[src/rtl/spo_pkg.sv]
// shared types and codes for the suffix-prefix overlap unit
package spo_pkg;

    typedef enum logic [1:0] {
        FUNC_LOAD_A = 2'd0,
        FUNC_LOAD_B = 2'd1,
        FUNC_RUN    = 2'd2
    } t_func;

    typedef enum logic [1:0] {
        ST_IDLE  = 2'd0,
        ST_CHECK = 2'd1,
        ST_CMP   = 2'd2,
        ST_DONE  = 2'd3
    } t_state;

    localparam int unsigned RES_W = 6;

endpackage

[src/rtl/spo_ram.sv]
// generic single-write, single-read ram with registered read data
module spo_ram #(
    parameter int unsigned WIDTH = 8,
    parameter int unsigned DEPTH = 32
) (
    input  logic                                   i_clk,
    input  logic                                   i_we,
    input  logic [(DEPTH > 1 ? $clog2(DEPTH) : 1)-1:0] i_waddr,
    input  logic [WIDTH-1:0]                       i_wdata,
    input  logic                                   i_re,
    input  logic [(DEPTH > 1 ? $clog2(DEPTH) : 1)-1:0] i_raddr,
    output logic [WIDTH-1:0]                       o_rdata
);

    logic [WIDTH-1:0] r_mem [DEPTH];
    logic [WIDTH-1:0] r_rdata;

    always_ff @(posedge i_clk) begin
        if (i_we) begin
            r_mem[i_waddr] <= i_wdata;
        end
        if (i_re) begin
            r_rdata <= r_mem[i_raddr];
        end
    end

    assign o_rdata = r_rdata;

endmodule

[src/rtl/suffix_prefix_overlap.sv]
// suffix-prefix overlap unit: string stores, load counters and sweep sequencer
// a load transfer leaves busy low, so the next item is taken at once
// a compute transfer raises busy; each start position is checked and then compared byte by byte
// until a mismatch or the end of either string, and busy falls after the done state
// the result strobe comes in the first cycle with busy low; the receiver cannot stall
// synchronous active-low reset clears counts, overflow mark and sequencer; rams not cleared
module suffix_prefix_overlap
    import spo_pkg::*;
#(
    parameter int unsigned MAX_LEN = 32
) (
    input  logic                 i_clk,
    input  logic                 i_rst_n,
    input  logic                 start,
    output logic                 busy,
    input  logic [1:0]           i_func,
    input  logic [7:0]           i_data_byte,
    output logic                 o_valid,
    output logic [RES_W-1:0]     o_overlap_len,
    output logic                 o_contained,
    output logic                 o_overflowed
);

    localparam int unsigned CW = $clog2(MAX_LEN + 1);
    localparam int unsigned AW = (MAX_LEN > 1) ? $clog2(MAX_LEN) : 1;

    t_state          r_state, n_state;
    logic [CW-1:0]   r_first_cnt, n_first_cnt;
    logic [CW-1:0]   r_second_cnt, n_second_cnt;
    logic            r_ovf, n_ovf;
    logic [CW-1:0]   r_k, n_k;
    logic [CW-1:0]   r_j, n_j;
    logic [CW-1:0]   r_best, n_best;
    logic            r_in, n_in;
    logic            r_out_valid, n_out_valid;
    logic [RES_W-1:0] r_out_len, n_out_len;
    logic            r_out_in, n_out_in;
    logic            r_out_ovf, n_out_ovf;

    logic            w_accept;
    logic [CW-1:0]   w_pos;
    logic [CW:0]     w_fa;
    logic            w_more;
    logic            w_full;
    logic            w_reach;
    logic            w_match;
    logic            w_last;
    logic            w_we_a, w_we_b, w_re;
    logic [7:0]      w_rd_a, w_rd_b;
    logic [CW+RES_W-1:0] w_best_ext;

    assign w_accept = start && !busy;
    assign w_pos    = r_k - CW'(1);
    assign w_fa     = {1'b0, w_pos} + {1'b0, r_j};
    assign w_more   = (r_j < r_second_cnt) && (w_fa < {1'b0, r_first_cnt});
    assign w_full   = (r_j == r_second_cnt);
    assign w_reach  = (w_fa == {1'b0, r_first_cnt});
    assign w_match  = (w_rd_a == w_rd_b);
    assign w_last   = (r_k == CW'(1));
    assign w_best_ext = {{RES_W{1'b0}}, r_best};

    spo_ram #(.WIDTH(8), .DEPTH(MAX_LEN)) u_ram_a (
        .i_clk   (i_clk),
        .i_we    (w_we_a),
        .i_waddr (r_first_cnt[AW-1:0]),
        .i_wdata (i_data_byte),
        .i_re    (w_re),
        .i_raddr (w_fa[AW-1:0]),
        .o_rdata (w_rd_a)
    );

    spo_ram #(.WIDTH(8), .DEPTH(MAX_LEN)) u_ram_b (
        .i_clk   (i_clk),
        .i_we    (w_we_b),
        .i_waddr (r_second_cnt[AW-1:0]),
        .i_wdata (i_data_byte),
        .i_re    (w_re),
        .i_raddr (r_j[AW-1:0]),
        .o_rdata (w_rd_b)
    );

    // next state
    always_comb begin
        n_state = r_state;
        case (r_state)
            ST_IDLE: begin
                if (w_accept && i_func == FUNC_RUN) begin
                    n_state = (r_first_cnt == '0) ? ST_DONE : ST_CHECK;
                end
            end
            ST_CHECK: begin
                if (w_more) begin
                    n_state = ST_CMP;
                end else if (w_full || w_last) begin
                    n_state = ST_DONE;
                end
            end
            ST_CMP: begin
                if (w_match) begin
                    n_state = ST_CHECK;
                end else if (w_last) begin
                    n_state = ST_DONE;
                end else begin
                    n_state = ST_CHECK;
                end
            end
            ST_DONE: begin
                n_state = ST_IDLE;
            end
            default: begin
                n_state = ST_IDLE;
            end
        endcase
    end

    // outputs and datapath
    always_comb begin
        busy         = (r_state != ST_IDLE);
        w_we_a       = 1'b0;
        w_we_b       = 1'b0;
        w_re         = 1'b0;
        n_first_cnt  = r_first_cnt;
        n_second_cnt = r_second_cnt;
        n_ovf        = r_ovf;
        n_k          = r_k;
        n_j          = r_j;
        n_best       = r_best;
        n_in         = r_in;
        n_out_valid  = 1'b0;
        n_out_len    = r_out_len;
        n_out_in     = r_out_in;
        n_out_ovf    = r_out_ovf;
        case (r_state)
            ST_IDLE: begin
                if (w_accept) begin
                    case (i_func)
                        FUNC_LOAD_A: begin
                            if (r_first_cnt < CW'(MAX_LEN)) begin
                                w_we_a      = 1'b1;
                                n_first_cnt = r_first_cnt + CW'(1);
                            end else begin
                                n_ovf = 1'b1;
                            end
                        end
                        FUNC_LOAD_B: begin
                            if (r_second_cnt < CW'(MAX_LEN)) begin
                                w_we_b       = 1'b1;
                                n_second_cnt = r_second_cnt + CW'(1);
                            end else begin
                                n_ovf = 1'b1;
                            end
                        end
                        FUNC_RUN: begin
                            n_k    = r_first_cnt;
                            n_j    = '0;
                            n_best = '0;
                            n_in   = 1'b0;
                        end
                        default: begin
                        end
                    endcase
                end
            end
            ST_CHECK: begin
                if (w_more) begin
                    w_re = 1'b1;
                end else begin
                    if (w_full) begin
                        n_best = r_second_cnt;
                        n_in   = 1'b1;
                    end else if (w_reach) begin
                        n_best = r_j;
                    end
                    n_k = r_k - CW'(1);
                    n_j = '0;
                end
            end
            ST_CMP: begin
                if (w_match) begin
                    n_j = r_j + CW'(1);
                end else begin
                    n_k = r_k - CW'(1);
                    n_j = '0;
                end
            end
            ST_DONE: begin
                n_out_valid  = 1'b1;
                n_out_len    = w_best_ext[RES_W-1:0];
                n_out_in     = r_in;
                n_out_ovf    = r_ovf;
                n_first_cnt  = '0;
                n_second_cnt = '0;
                n_ovf        = 1'b0;
            end
            default: begin
            end
        endcase
    end

    always_ff @(posedge i_clk) begin
        if (!i_rst_n) begin
            r_state      <= ST_IDLE;
            r_first_cnt  <= '0;
            r_second_cnt <= '0;
            r_ovf        <= 1'b0;
            r_out_valid  <= 1'b0;
        end else begin
            r_state      <= n_state;
            r_first_cnt  <= n_first_cnt;
            r_second_cnt <= n_second_cnt;
            r_ovf        <= n_ovf;
            r_out_valid  <= n_out_valid;
        end
    end

    always_ff @(posedge i_clk) begin
        r_k       <= n_k;
        r_j       <= n_j;
        r_best    <= n_best;
        r_in      <= n_in;
        r_out_len <= n_out_len;
        r_out_in  <= n_out_in;
        r_out_ovf <= n_out_ovf;
    end

    assign o_valid       = r_out_valid;
    assign o_overlap_len = r_out_len;
    assign o_contained   = r_out_in;
    assign o_overflowed  = r_out_ovf;

`ifndef SYNTHESIS
    a_strobe_single: assert property (@(posedge i_clk) disable iff (!i_rst_n)
        o_valid |=> !o_valid)
        else $error("result strobe longer than one cycle");

    a_load_no_busy: assert property (@(posedge i_clk) disable iff (!i_rst_n)
        (start && !busy && i_func != FUNC_RUN) |=> !busy)
        else $error("load transfer left the unit busy");

    a_cmp_in_range: assert property (@(posedge i_clk) disable iff (!i_rst_n)
        (r_state == ST_CMP) |-> (r_j < r_second_cnt && w_fa < {1'b0, r_first_cnt}))
        else $error("compare beyond loaded bytes");

    a_pos_in_range: assert property (@(posedge i_clk) disable iff (!i_rst_n)
        (r_state == ST_CHECK) |-> (r_k != '0 && r_k <= r_first_cnt))
        else $error("start position out of range");

    a_run_gives_result: assert property (@(posedge i_clk) disable iff (!i_rst_n)
        (r_state == ST_DONE) |=> (o_valid && !busy))
        else $error("finished sweep without result");
`endif

endmodule

[config.mk]
export PLATFORM = sky130hd
export DESIGN_NAME = suffix_prefix_overlap
export DESIGN_NICKNAME = d
export VERILOG_FILES = /design/src/rtl/spo_pkg.sv /design/src/rtl/spo_ram.sv /design/src/rtl/suffix_prefix_overlap.sv
export SDC_FILE = /design/constraint.sdc
export NUM_CORES = 1
export LEC_CHECK = 0
export BUFFER_PORTS_ARGS = -buffer_cell sky130_fd_sc_hd__buf_2
export CELL_PAD_IN_SITES_DETAIL_PLACEMENT = 1
export CELL_PAD_IN_SITES_GLOBAL_PLACEMENT = 1
export CORE_UTILIZATION = 60
export DETAILED_ROUTE_END_ITERATION = 7
export GPL_ROUTABILITY_DRIVEN = 0
export GPL_TIMING_DRIVEN = 0
export PLACE_DENSITY = 0.84
export SETUP_SLACK_MARGIN = 0.15
export SLEW_MARGIN = 20
export SYNTH_ARGS = -nofsm -noshare
export SYNTH_HDL_FRONTEND = slang
export SYNTH_SLANG_ARGS = --single-unit
[constraint.sdc]
create_clock -name i_clk -period 10 [get_ports i_clk]
set_clock_uncertainty 0.15 [all_clocks]
set_input_delay 1 -clock i_clk [delete_from_list [all_inputs] [get_ports i_clk]]
set_output_delay 1 -clock i_clk [all_outputs]
set_load 0.005 [all_outputs]
==> results of run 1 <==
==> placed cells by master, fill, tap and decap left out, types with 6 or more instances in the layout <==
cell,netlist,layout
xor2_1,6,6
bufinv_16,0,6
edfxtp_1,555,555
buf_2,11,25
nand2_1,33,33
mux2_2,9,9
o21ai_0,28,28
inv_1,24,24
dfxtp_1,16,16
a21oi_1,15,15
clkinv_2,0,8
clkbuf_1,29,41
mux4_2,152,152
nand3_1,54,54
o211a_1,9,9
clkbuf_16,0,57
xnor2_1,20,20
nor2_1,97,97
buf_4,1,9
nand4_1,7,7
clkinv_1,2,14
ha_1,33,33
==> cells by family after synthesis <==
group           share of synthesized area [%]
flops                                    73.7
simple gates                             4.19
mux                                      15.5
compound gates                           2.39
buf+inv                                  1.35
fa+ha+maj                                1.88
xor+xnor                                0.988
==> registers in the layout, summed over array words and instances (netlist names) <==
register	flops
r_in	1
r_j	6
o_contained	1
u_ram_a.o_rdata	8
r_first_cnt	6
r_state	2
r_best	6
r_k	6
o_overlap_len	6
u_ram_a.r_mem	256
r_ovf	1
r_second_cnt	6
o_overflowed	1
u_ram_b.o_rdata	8
u_ram_b.r_mem	256
o_valid	1
==> worst reg2reg max path: cells and delay by family, from the launching register on <==
kind,cells,cell delay [ns]
fa+ha+maj,3,0.80
compound gates,4,1.35
flops,1,0.46
simple gates,3,1.18
buf+inv,3,0.79
xor+xnor,1,0.27
==> metal layers <==
layer / vias up / wire, microns / share of wire, % / track usage, %
met1: 6475 / 22900 / 39 / 43.9
met5: - / 8 / 0.014 / 0
li1: 4912 / - / - / -
met2: 727 / 29100 / 50 / 50.6
met3: 102 / 5080 / 8.7 / 5.08
met4: 2 / 1410 / 2.4 / 9.82
==> worst paths after layout <==
check	slack (ns)	endpoint	depth (start not counted)	start
max reg2reg	4.61	u_ram_b.o_rdata[1]	14	r_k[0]
max	4.61	u_ram_b.o_rdata[1]	14	r_k[0]
min	0.27	o_overlap_len[0]	0	r_best[0]
min reg2reg	0.27	o_overlap_len[0]	0	r_best[0]
==> final cells by class <==
cell class	count	share of cell area, %
timing repair buffer	22	0.507
clock inverter	35	1.41
inverter	26	0.381
tap	511	2.49
multi-input combinational	523	22.4
sequential	571	66.2
buffer	46	0.830
clock buffer	69	5.74
==> power groups by stage <==
| stage | Combinational (mW) | Clock [mW] | Sequential [mW] |
|---|---|---|---|
| after floorplan | 2.32 | 0 | 2.86 |
| after global placement | 3.24 | 0 | 2.87 |
| after detailed placement | 3.35 | 0 | 2.88 |
| after CTS | 3.45 | 2.15 | 2.83 |
| after global routing | 3.66 | 2.22 | 2.84 |
| final | 3.49 | 2.14 | 2.83 |
==> results.md, run 1 <==
- DRT Pass-1 Iters: 6
- Slew Viols, Final: 0
- P_sw: 3.00 mW
- Via density: 6.78
- Outcome: completed
- Worst VDD drop: 178 uV
- Number of global-route vias before repair: 12.8k
- Pwr/cell area: 330 nW/um^2
- TritonCTS clock tree: yes
- Biggest area consumer among synthesized cells: edfxtp_1
- Clock latency at the later pin of the worst-skew pair: 0.63 ns
- Tightest Pin Transition: 1.02 ns
- Fin crit share: 53.9%
- Final Hold Viols: 0
- Routed Antenna Nets: 0
- Final design utilization: 67.9%
- DRC errors left: 0
- Dpl ws: 4.85 ns
- Core Area: 37,800 sq um
- Most frequent cell after synthesis: edfxtp_1
- Clk buf depth: 3
- Critical-path cell list: inv_1, ha_1, xor2_1, ha_1, a21oi_1, nand3_1, nand2_1, inv_1, ha_1, a21o_1, a211o_1, a2111oi_2, nand3_1, inv_1
- Number of flops mapped to enable cells by yosys: 555
- Critical Path AT: 5.48 ns
- Hold Worst Slack: 0.267 ns
- Ports: 23
- Initial drt markers: 1,337
- DP HPWL: 34.5 mm
- Main synth FF type: edfxtp_1
- RSZ-0062 raised after global routing: no
- Net Sw Frac: 35.5%
- Die extent in y: 198 microns
- Mapped Avg Cell Area: 19.8 sq um
- Total GRT Usage: 31.1%
- Top cells by count, synth: 555 x edfxtp_1, 152 x mux4_2, 97 x nor2_1
- Root Buffer: clkbuf_16
- Ys async rst share: 0%
- Mean routed wirelength per cell: 32.5 microns
- Initial Util: 61.0%
- Crit end category: flop
- Input/output buffers: 22
- FP Rows: 71
- Critical path class: reg -> reg
- Layout cells sized above 1: 21.8%
- Clock sinks: 571
- Hold Path Class: reg -> reg
- Buf+Inv Stages, Crit Path: 3
- Mapped Area: 23,000 sq um
- Fmax achieved: 186 MHz
- Mapped Cells: 1,166
- Clk pwr share: 25.3%
- Final worst slack: 4.61 ns
- CP Launch Type: flop
- Largest net degree at the start of global routing: 65
- # setup viols final: 0
- Die Area: 39,200 sq um
- Post-CTS Setup Inserts: 0
- Sequential area share after synthesis: 73.7%
- Distinct cell type count after synthesis: 53
- Placed Area: 23,800 sq um
- Finished Layout Cells: 1,803
- Initial antenna violation count: 1
- Critical path's top delay family: compound AO/OA/AOI/OAI gates
- Clk slew on worst S/H paths: 0.07 ns
- Total power: 8.46 mW
- Combinational power share: 41.2%
- Post-cts sizing count: 0
- Pleak: 8.07 nW
- Total negative slack: 0 ns
- Post-placement cell count: 1,699
- Htree depth: 2
- Yosys Warn Count: 0
- Total detailed-routing wirelength: 58.5 mm
- Max-cap violations: 0
- Flip-flop and latch count after synthesis: 571
- Area contributors post-synth: edfxtp_1 72%, mux4_2 15%, ha_1 1.8%
- # diodes: 0
- Post-synth top area share: 72.3%
- Slew margin rel.: 32.3%
- Share of power burned in registers: 33.5%
- Final critical-path required period: 5.39 ns
- Global-route wire length before repair: 85.8 mm
- Reg area: 17,000 sq um
- Area of the multi-input gates: 5740 sq um
- Syn nets: 1,213
- Area Growth Syn to Fin: 11.3%
- DR vias: 12.2k
- Remaining Overflow, GRT: 0
- Die width: 198 microns
- WP data required: 10.09 ns
- Internal: 5.45 mW
- Nets: 1,293
- CTS buffer count: 56
- Filler cell count: 3,017
- CP Max Fanout: 16
- CP max-delay cell: nand2_1
- Max incr delay on CP: 0.62 ns
- Fin area: 25,600 sq um
- Hold_buf cts: 0
Power figures use the tool's default switching activity.
==> inputs of run 2 (changes only) <==
--- a/config.mk
+++ b/config.mk
@@ -5,14 +5,15 @@
 export SDC_FILE = /design/constraint.sdc
 export NUM_CORES = 1
 export LEC_CHECK = 0
+export ABC_AREA = 1
 export BUFFER_PORTS_ARGS = -buffer_cell sky130_fd_sc_hd__buf_2
 export CELL_PAD_IN_SITES_DETAIL_PLACEMENT = 1
 export CELL_PAD_IN_SITES_GLOBAL_PLACEMENT = 1
-export CORE_UTILIZATION = 60
+export CORE_UTILIZATION = 52
 export DETAILED_ROUTE_END_ITERATION = 7
 export GPL_ROUTABILITY_DRIVEN = 0
 export GPL_TIMING_DRIVEN = 0
-export PLACE_DENSITY = 0.84
+export PLACE_DENSITY = 0.78
 export SETUP_SLACK_MARGIN = 0.15
 export SLEW_MARGIN = 20
 export SYNTH_ARGS = -nofsm -noshare
==> constraint.sdc (replaced) <==
create_clock -name i_clk -period 5.06 [get_ports i_clk]
set_clock_uncertainty 0.15 [all_clocks]
set_input_delay 0.506 -clock i_clk [delete_from_list [all_inputs] [get_ports i_clk]]
set_output_delay 0.506 -clock i_clk [all_outputs]
set_load 0.005 [all_outputs]
==> results.md, run 2 <==
- DP HPWL: 45.0 mm (+30%)
- Clock sinks: 571 (unchanged)
- Final critical-path required period: 4.40 ns (-0.988 ns)
- Max-cap violations: 0 (unchanged)
- DRC errors left: 0 (unchanged)
- Critical Path AT: 4.49 ns (-0.99 ns)
- # diodes: 0 (unchanged)
- Distinct cell type count after synthesis: 36 (-32%)
- Tightest Pin Transition: 1.02 ns (+0.00252 ns)
- Mapped Avg Cell Area: 12.0 sq um (-39%)
- Pwr/cell area: 683 nW/um^2 (+110%)
- Fin area: 26,500 sq um (+3.4%)
- Commonest cells after routing, fill and taps aside: 555 x edfxtp_1, 441 x nor2_1, 289 x o21ai_0, 145 x nand2_1, 97 x inv_1
- Routed Antenna Nets: 0 (unchanged)
- Most common cell after layout, fill and taps aside: edfxtp_1
- Ports: 23 (unchanged)
- Number of flops mapped to enable cells by yosys: 555 (unchanged)
- CP max-delay cell: nor2_2
- Largest net degree at the start of global routing: 65 (unchanged)
- Slew margin rel.: 31.9% (-0.42 points)
- Fmax achieved: 227 MHz (+22%)
- Initial drt markers: 1,595 (+19%)
- Top flop regs: u_ram_a.r_mem: 256 flops, u_ram_b.r_mem: 256 flops
- Total negative slack: 0 ns (unchanged)
- Final Hold Viols: 0 (unchanged)
- Fin crit share: 87.0% (+33 points)
- Crit end category: flop
- Worst reg-to-reg path cell count: 15 (+1)
- DR vias: 16.2k (+33%)
- Die Area: 46,700 sq um (+19%)
- Initial antenna violation count: 0 (-1)
- Dpl ws: 0.505 ns (-4.34 ns)
- Worst VDD drop: 475 uV (+170%)
- Area Growth Syn to Fin: 11.2% (about the same)
- Min-Delay Endpoint: o_valid
- Die width: 216 microns (+9.2%)
- Finished Layout Cells: 2,703 (+50%)
- CP Max Fanout: 16 (unchanged)
- FP Rows: 78 (+9.9%)
- Total detailed-routing wirelength: 68.8 mm (+18%)
- Worst R2R End: u_ram_a.o_rdata[7]
- Critical path class: reg -> reg
- CP Launch Type: flop
- Ys async rst share: 0% (unchanged)
- Remaining Overflow, GRT: 0 (unchanged)
- Input/output buffers: 22 (unchanged)
- Filler cell count: 4,624 (+53%)
- Placed Area: 24,700 sq um (+3.9%)
- Flip-flop and latch count after synthesis: 571 (unchanged)
- Initial Util: 52.6% (-8.4 points)
- Mean routed wirelength per cell: 25.4 microns (-22%)
- Post-cts sizing count: 0 (unchanged)
- Mapped Area: 23,800 sq um (+3.5%)
- Pleak: 8.94 nW (+11%)
- Post-CTS Setup Inserts: 0 (unchanged)
- Core Area: 45,300 sq um (+20%)
- DRT Pass-1 Iters: 5 (-1)
- Mapped Cells: 1,980 (+70%)
- Global-route wire length before repair: 104 mm (+21%)
- Number of global-route vias before repair: 17.3k (+35%)
- Die extent in y: 216 microns (+9.2%)
- Yosys Warn Count: 0 (unchanged)
- Final worst slack: 0.658 ns (-3.95 ns)
- Via density: 5.99 (-12%)
- Hold Path Class: in -> reg
- Clk buf depth: 3 (unchanged)
- Worst R2R Start: r_k[0]
- Setup slack, reg-to-reg: 0.66 ns (-3.95 ns)
- Syn nets: 2,027 (+67%)
- Max incr delay on CP: 0.66 ns (+0.04 ns)
- Htree depth: 2 (unchanged)
- CTS buffer count: 58 (+3.6%)
- WHS Path Cells: 3 (+3)
- HP Start: i_rst_n
- Nets: 2,109 (+63%)
- Clk slew on worst S/H paths: 0.06 ns (about the same)
- Post-placement cell count: 2,602 (+53%)
- WP data required: 5.15 ns (-4.94 ns)
- Clock latency at the later pin of the worst-skew pair: 0.62 ns (about the same)
- Root Buffer: clkbuf_16
- Critical-path cell list: inv_1, ha_1, xor2_1, ha_1, xor2_1, buf_2, buf_2, ha_1, nand2_1, nand2_1, nor2_1, nor2_1, nor2_1, nand3_1, nor2_2
- Sequential area share after synthesis: 71.3% (-2.5 points)
- Most frequent cell after synthesis: edfxtp_1
- Outcome: completed
- Buf+Inv Stages, Crit Path: 3 (unchanged)
- Biggest area consumer among synthesized cells: edfxtp_1
- Critical path's top delay family: simple AND/OR/NAND/NOR gates
- # setup viols final: 0 (unchanged)
- Top cells by count, synth: 555 x edfxtp_1, 442 x nor2_1, 289 x o21ai_0
- Main synth FF type: edfxtp_1
- Layout cells sized above 1: 7.85% (-14 points)
- Post-synth top area share: 69.9% (-2.4 points)
- Area contributors post-synth: edfxtp_1 70%, nor2_1 7.0%, o21ai_0 6.1%
- TritonCTS clock tree: yes
- Total GRT Usage: 29.9% (-1.2 points)
- RSZ-0062 raised after global routing: no
- Hold_buf cts: 0 (unchanged)
- Slew Viols, Final: 0 (unchanged)
## run 2: cell types whose count changed in the layout (fill, tap and decap cells not counted), moves of 43 or more
cell,change
o211ai_1,+62
nor2_1,+344
nand2_1,+112
mux4_2,-152
o21ai_1,+43
o21ai_0,+261
inv_1,+73
## run 2: worst max-delay path by stage
stage                    endpoint  cells past startpoint  slack (ns)  startpoint
6_report       u_ram_a.o_rdata[7]                     15        0.66      r_k[0]
5_1_grt        u_ram_a.o_rdata[4]                     15        0.31      r_k[0]
4_1_cts                 r_best[3]                     19        0.49      r_k[0]
3_5_place_dp            r_best[2]                     19        0.50      r_k[0]
3_3_place_gp   u_ram_b.o_rdata[3]                     15        0.44      r_k[0]
2_1_floorplan  u_ram_a.o_rdata[0]                     18        1.33      r_k[0]
## run 2: logic make-up (layout without fill, tap and decap cells)
kind of cell | Yosys count | after routing | share of synthesized area (%)
AO/OA/AOI/OAI | 465 | 465 | 10.8
XOR/XNOR | 19 | 19 | 0.730
adder cells (fa/ha/maj) | 34 | 34 | 1.82
buffers and inverters | 205 | 328 | 3.81
flip-flops | 571 | 571 | 71.3
multiplexers | 8 | 8 | 0.336
AND/OR/NAND/NOR | 678 | 678 | 11.3
## run 2: metal layers
layer  track usage, %  share of wire, %  vias to the layer above
met5                0                 0                        -
met4             15.7               5.2                        0
met3             3.69               5.3                      196
met2             51.8                50                      614
met1             36.9                39                     8148
li1                 -                 -                     7245
## run 2: stage by stage
step	utilization, %	hold slack (ns)	power, mW
detailed placement	54.6	0.256	13.9
global route	58.6	0.0618	19.0
floorplan	-	0.250	10.8
finish	58.6	0.0493	18.1
CTS	58.5	0.0249	18.1
global placement	54.5	0.255	13.5
## run 2: power breakdown
part | total, mW | internal [mW] | switching, mW
clock | 4.11 | 2.33 | 1.78
combinational | 8.46 | 2.42 | 6.04
sequential | 5.53 | 5.45 | 0.0849
total | 18.1 | 10.2 | 7.91
## run 2: tightest hold or removal path, stage by stage
cell	delay, ns
buf_2	0.15
nand2_1	0.08
inv_1	0.03
## run 2: layout make-up
| cell class | count | area, sq um | share of cell area (%) |
|---|---|---|---|
| Buffer | 103 | 524 | 1.98 |
| Clock buffer | 71 | 1560 | 5.90 |
| Clock inverter | 30 | 226 | 0.854 |
| Inverter | 102 | 383 | 1.44 |
| Multi-Input combinational cell | 1204 | 5950 | 22.4 |
| Sequential cell | 571 | 17000 | 64.1 |
| Tap cell | 600 | 751 | 2.83 |
| Timing Repair Buffer | 22 | 130 | 0.491 |
==> inputs of run 3 (changes only) <==
--- a/config.mk
+++ b/config.mk
@@ -9,6 +9,7 @@
 export BUFFER_PORTS_ARGS = -buffer_cell sky130_fd_sc_hd__buf_2
 export CELL_PAD_IN_SITES_DETAIL_PLACEMENT = 1
 export CELL_PAD_IN_SITES_GLOBAL_PLACEMENT = 1
+export CORE_ASPECT_RATIO = 0.9
 export CORE_UTILIZATION = 52
 export DETAILED_ROUTE_END_ITERATION = 7
 export GPL_ROUTABILITY_DRIVEN = 0
==> results.md, run 3 (synthesized netlist as in run 2, its figures left out) <==
- Placed Area: 24,700 sq um (about the same)
- Slew margin rel.: 33.7% (+1.8 points)
- Fin area: 26,600 sq um (+0.46%)
- Clock sinks: 571 (unchanged)
- Post-placement cell count: 2,610 (+0.31%)
- Outcome: completed
- # setup viols final: 0 (unchanged)
- Clk slew on worst S/H paths: 0.07 ns (about the same)
- Number of global-route vias before repair: 17.1k (-1.3%)
- Fmax achieved: 224 MHz (-1.4%)
- TritonCTS clock tree: yes
- DRC errors left: 0 (unchanged)
- Critical path class: reg -> reg
- Critical Path AT: 4.56 ns (+0.07 ns)
- Total detailed-routing wirelength: 68.6 mm (-0.33%)
- CTS buffer count: 56 (-3.4%)
- Mean routed wirelength per cell: 25.3 microns (-0.70%)
- Htree depth: 2 (unchanged)
- Final design utilization: 58.8% (+0.28 points)
- WP data required: 5.15 ns (about the same)
- Commonest cells after routing, fill and taps aside: 555 x edfxtp_1, 441 x nor2_1, 289 x o21ai_0, 145 x nand2_1, 97 x inv_1
- Final critical-path required period: 4.47 ns (+0.0637 ns)
- Post-cts sizing count: 0 (unchanged)
- # diodes: 0 (unchanged)
- Initial Util: 52.6% (about the same)
- Top flop regs: u_ram_a.r_mem: 256 flops, u_ram_b.r_mem: 256 flops
- Hold_buf cts: 0 (unchanged)
- Die extent in y: 205 microns (-5.1%)
- DR vias: 16.2k (+0.019%)
- Die width: 228 microns (+5.4%)
- Most common cell after layout, fill and taps aside: edfxtp_1
- Core Area: 45,300 sq um (about the same)
- Tightest Pin Transition: 0.989 ns (-0.0288 ns)
- Largest net degree at the start of global routing: 65 (unchanged)
- Crit end category: flop
- Clk buf depth: 3 (unchanged)
- Routed Antenna Nets: 0 (unchanged)
- Final worst slack: 0.594 ns (-0.0637 ns)
- DRT Pass-1 Iters: 5 (unchanged)
- Nets: 2,107 (-0.095%)
- Finished Layout Cells: 2,713 (+0.37%)
- Input/output buffers: 22 (unchanged)
- Pleak: 8.99 nW (+0.58%)
- Slew Viols, Final: 0 (unchanged)
- Dpl ws: 0.645 ns (+0.140 ns)
- DP HPWL: 44.4 mm (-1.3%)
- Hold Path Class: in -> reg
- Remaining Overflow, GRT: 0 (unchanged)
- Root Buffer: clkbuf_16
- CP Max Fanout: 10 (-6)
- FP Rows: 74 (-5.1%)
- Total power: 18.4 mW (+1.5%)
- Area Growth Syn to Fin: 11.7%
- Total GRT Usage: 30.1% (+0.15 points)
- Clock latency at the later pin of the worst-skew pair: 0.62 ns (about the same)
- Ports: 23 (unchanged)
- RSZ-0062 raised after global routing: no
- Worst VDD drop: 467 uV (-1.5%)
- Post-CTS Setup Inserts: 0 (unchanged)
- Pwr/cell area: 690 nW/um^2 (+1.1%)
- Die Area: 46,700 sq um (about the same)
- Max-cap violations: 0 (unchanged)
- Via density: 5.97 (-0.35%)
- CP Launch Type: flop
- Initial antenna violation count: 0 (unchanged)
- Fin crit share: 88.3% (+1.3 points)
- Total negative slack: 0 ns (unchanged)
- Initial drt markers: 1,493 (-6.4%)
- Global-route wire length before repair: 102 mm (-1.9%)
- Layout cells sized above 1: 8.08% (+0.23 points)
- Final Hold Viols: 0 (unchanged)
- Hold Worst Slack: 0.0344 ns (-0.0149 ns)
[run 3: cell count changes in the layout (fill, tap and decap cells not counted)]
cell,change
clkinv_4,-1
clkinv_2,-1
inv_6,-1
clkbuf_16,-4
a211oi_1,+1
clkinv_1,-4
a211oi_2,-1
clkbuf_8,+7
clkinvlp_4,+1
bufinv_16,+5
[run 3: layout make-up]
type / count / area [sq um]
clock buffers: 74 / 1560
repair buffers: 22 / 130
plain buffers: 103 / 524
clock inverters: 29 / 347
well taps: 608 / 761
multi-input cells: 1204 / 5950
fillers: 4604 / 18600
inverters: 102 / 383
flip-flops and latches: 571 / 17000
[run 3: where the power goes]
group          total (mW)  leakage (nW)  switching [mW]  internal (mW)
Sequential           5.53          5.13          0.0864           5.45
Clock                4.34         0.920            1.78           2.56
Combinational        8.51          2.94            6.09           2.42
Total                18.4          8.99            7.95           10.4
[run 3: path summary, 6_finish.rpt]
| path | startpoint | end | slack, ns | cells after the start |
|---|---|---|---|---|
| worst max register to register | r_k[0] | r_best[4] | 0.59 | 16 |
| worst min register to register | r_best[4] | o_overlap_len[4] | 0.27 | 0 |
| worst min-delay path | i_rst_n | r_state[1] | 0.03 | 3 |
| worst max-delay path | r_k[0] | r_best[4] | 0.59 | 16 |
[run 3: critical path, cell delays in order, from the launching register on]
cell      delay [ns]
edfxtp_1        0.43
inv_1           0.13
ha_1            0.21
xor2_1          0.23
ha_1            0.33
xor2_1          0.39
buf_2           0.28
buf_2           0.29
ha_1            0.19
nand2_1         0.08
nor2_1          0.10
nor2_1          0.06
nor2_1          0.09
nor2_1          0.05
nand3_1         0.16
o21ai_0         0.13
a211oi_1        0.79
[run 3: routing by layer]
layer	up-vias	wire, microns	GRT usage, %
met3	169	3740	3.14
met4	0	3130	14.2
met5	-	0	0
li1	7254	-	-
met2	604	34100	52.2
met1	8179	27600	37.9
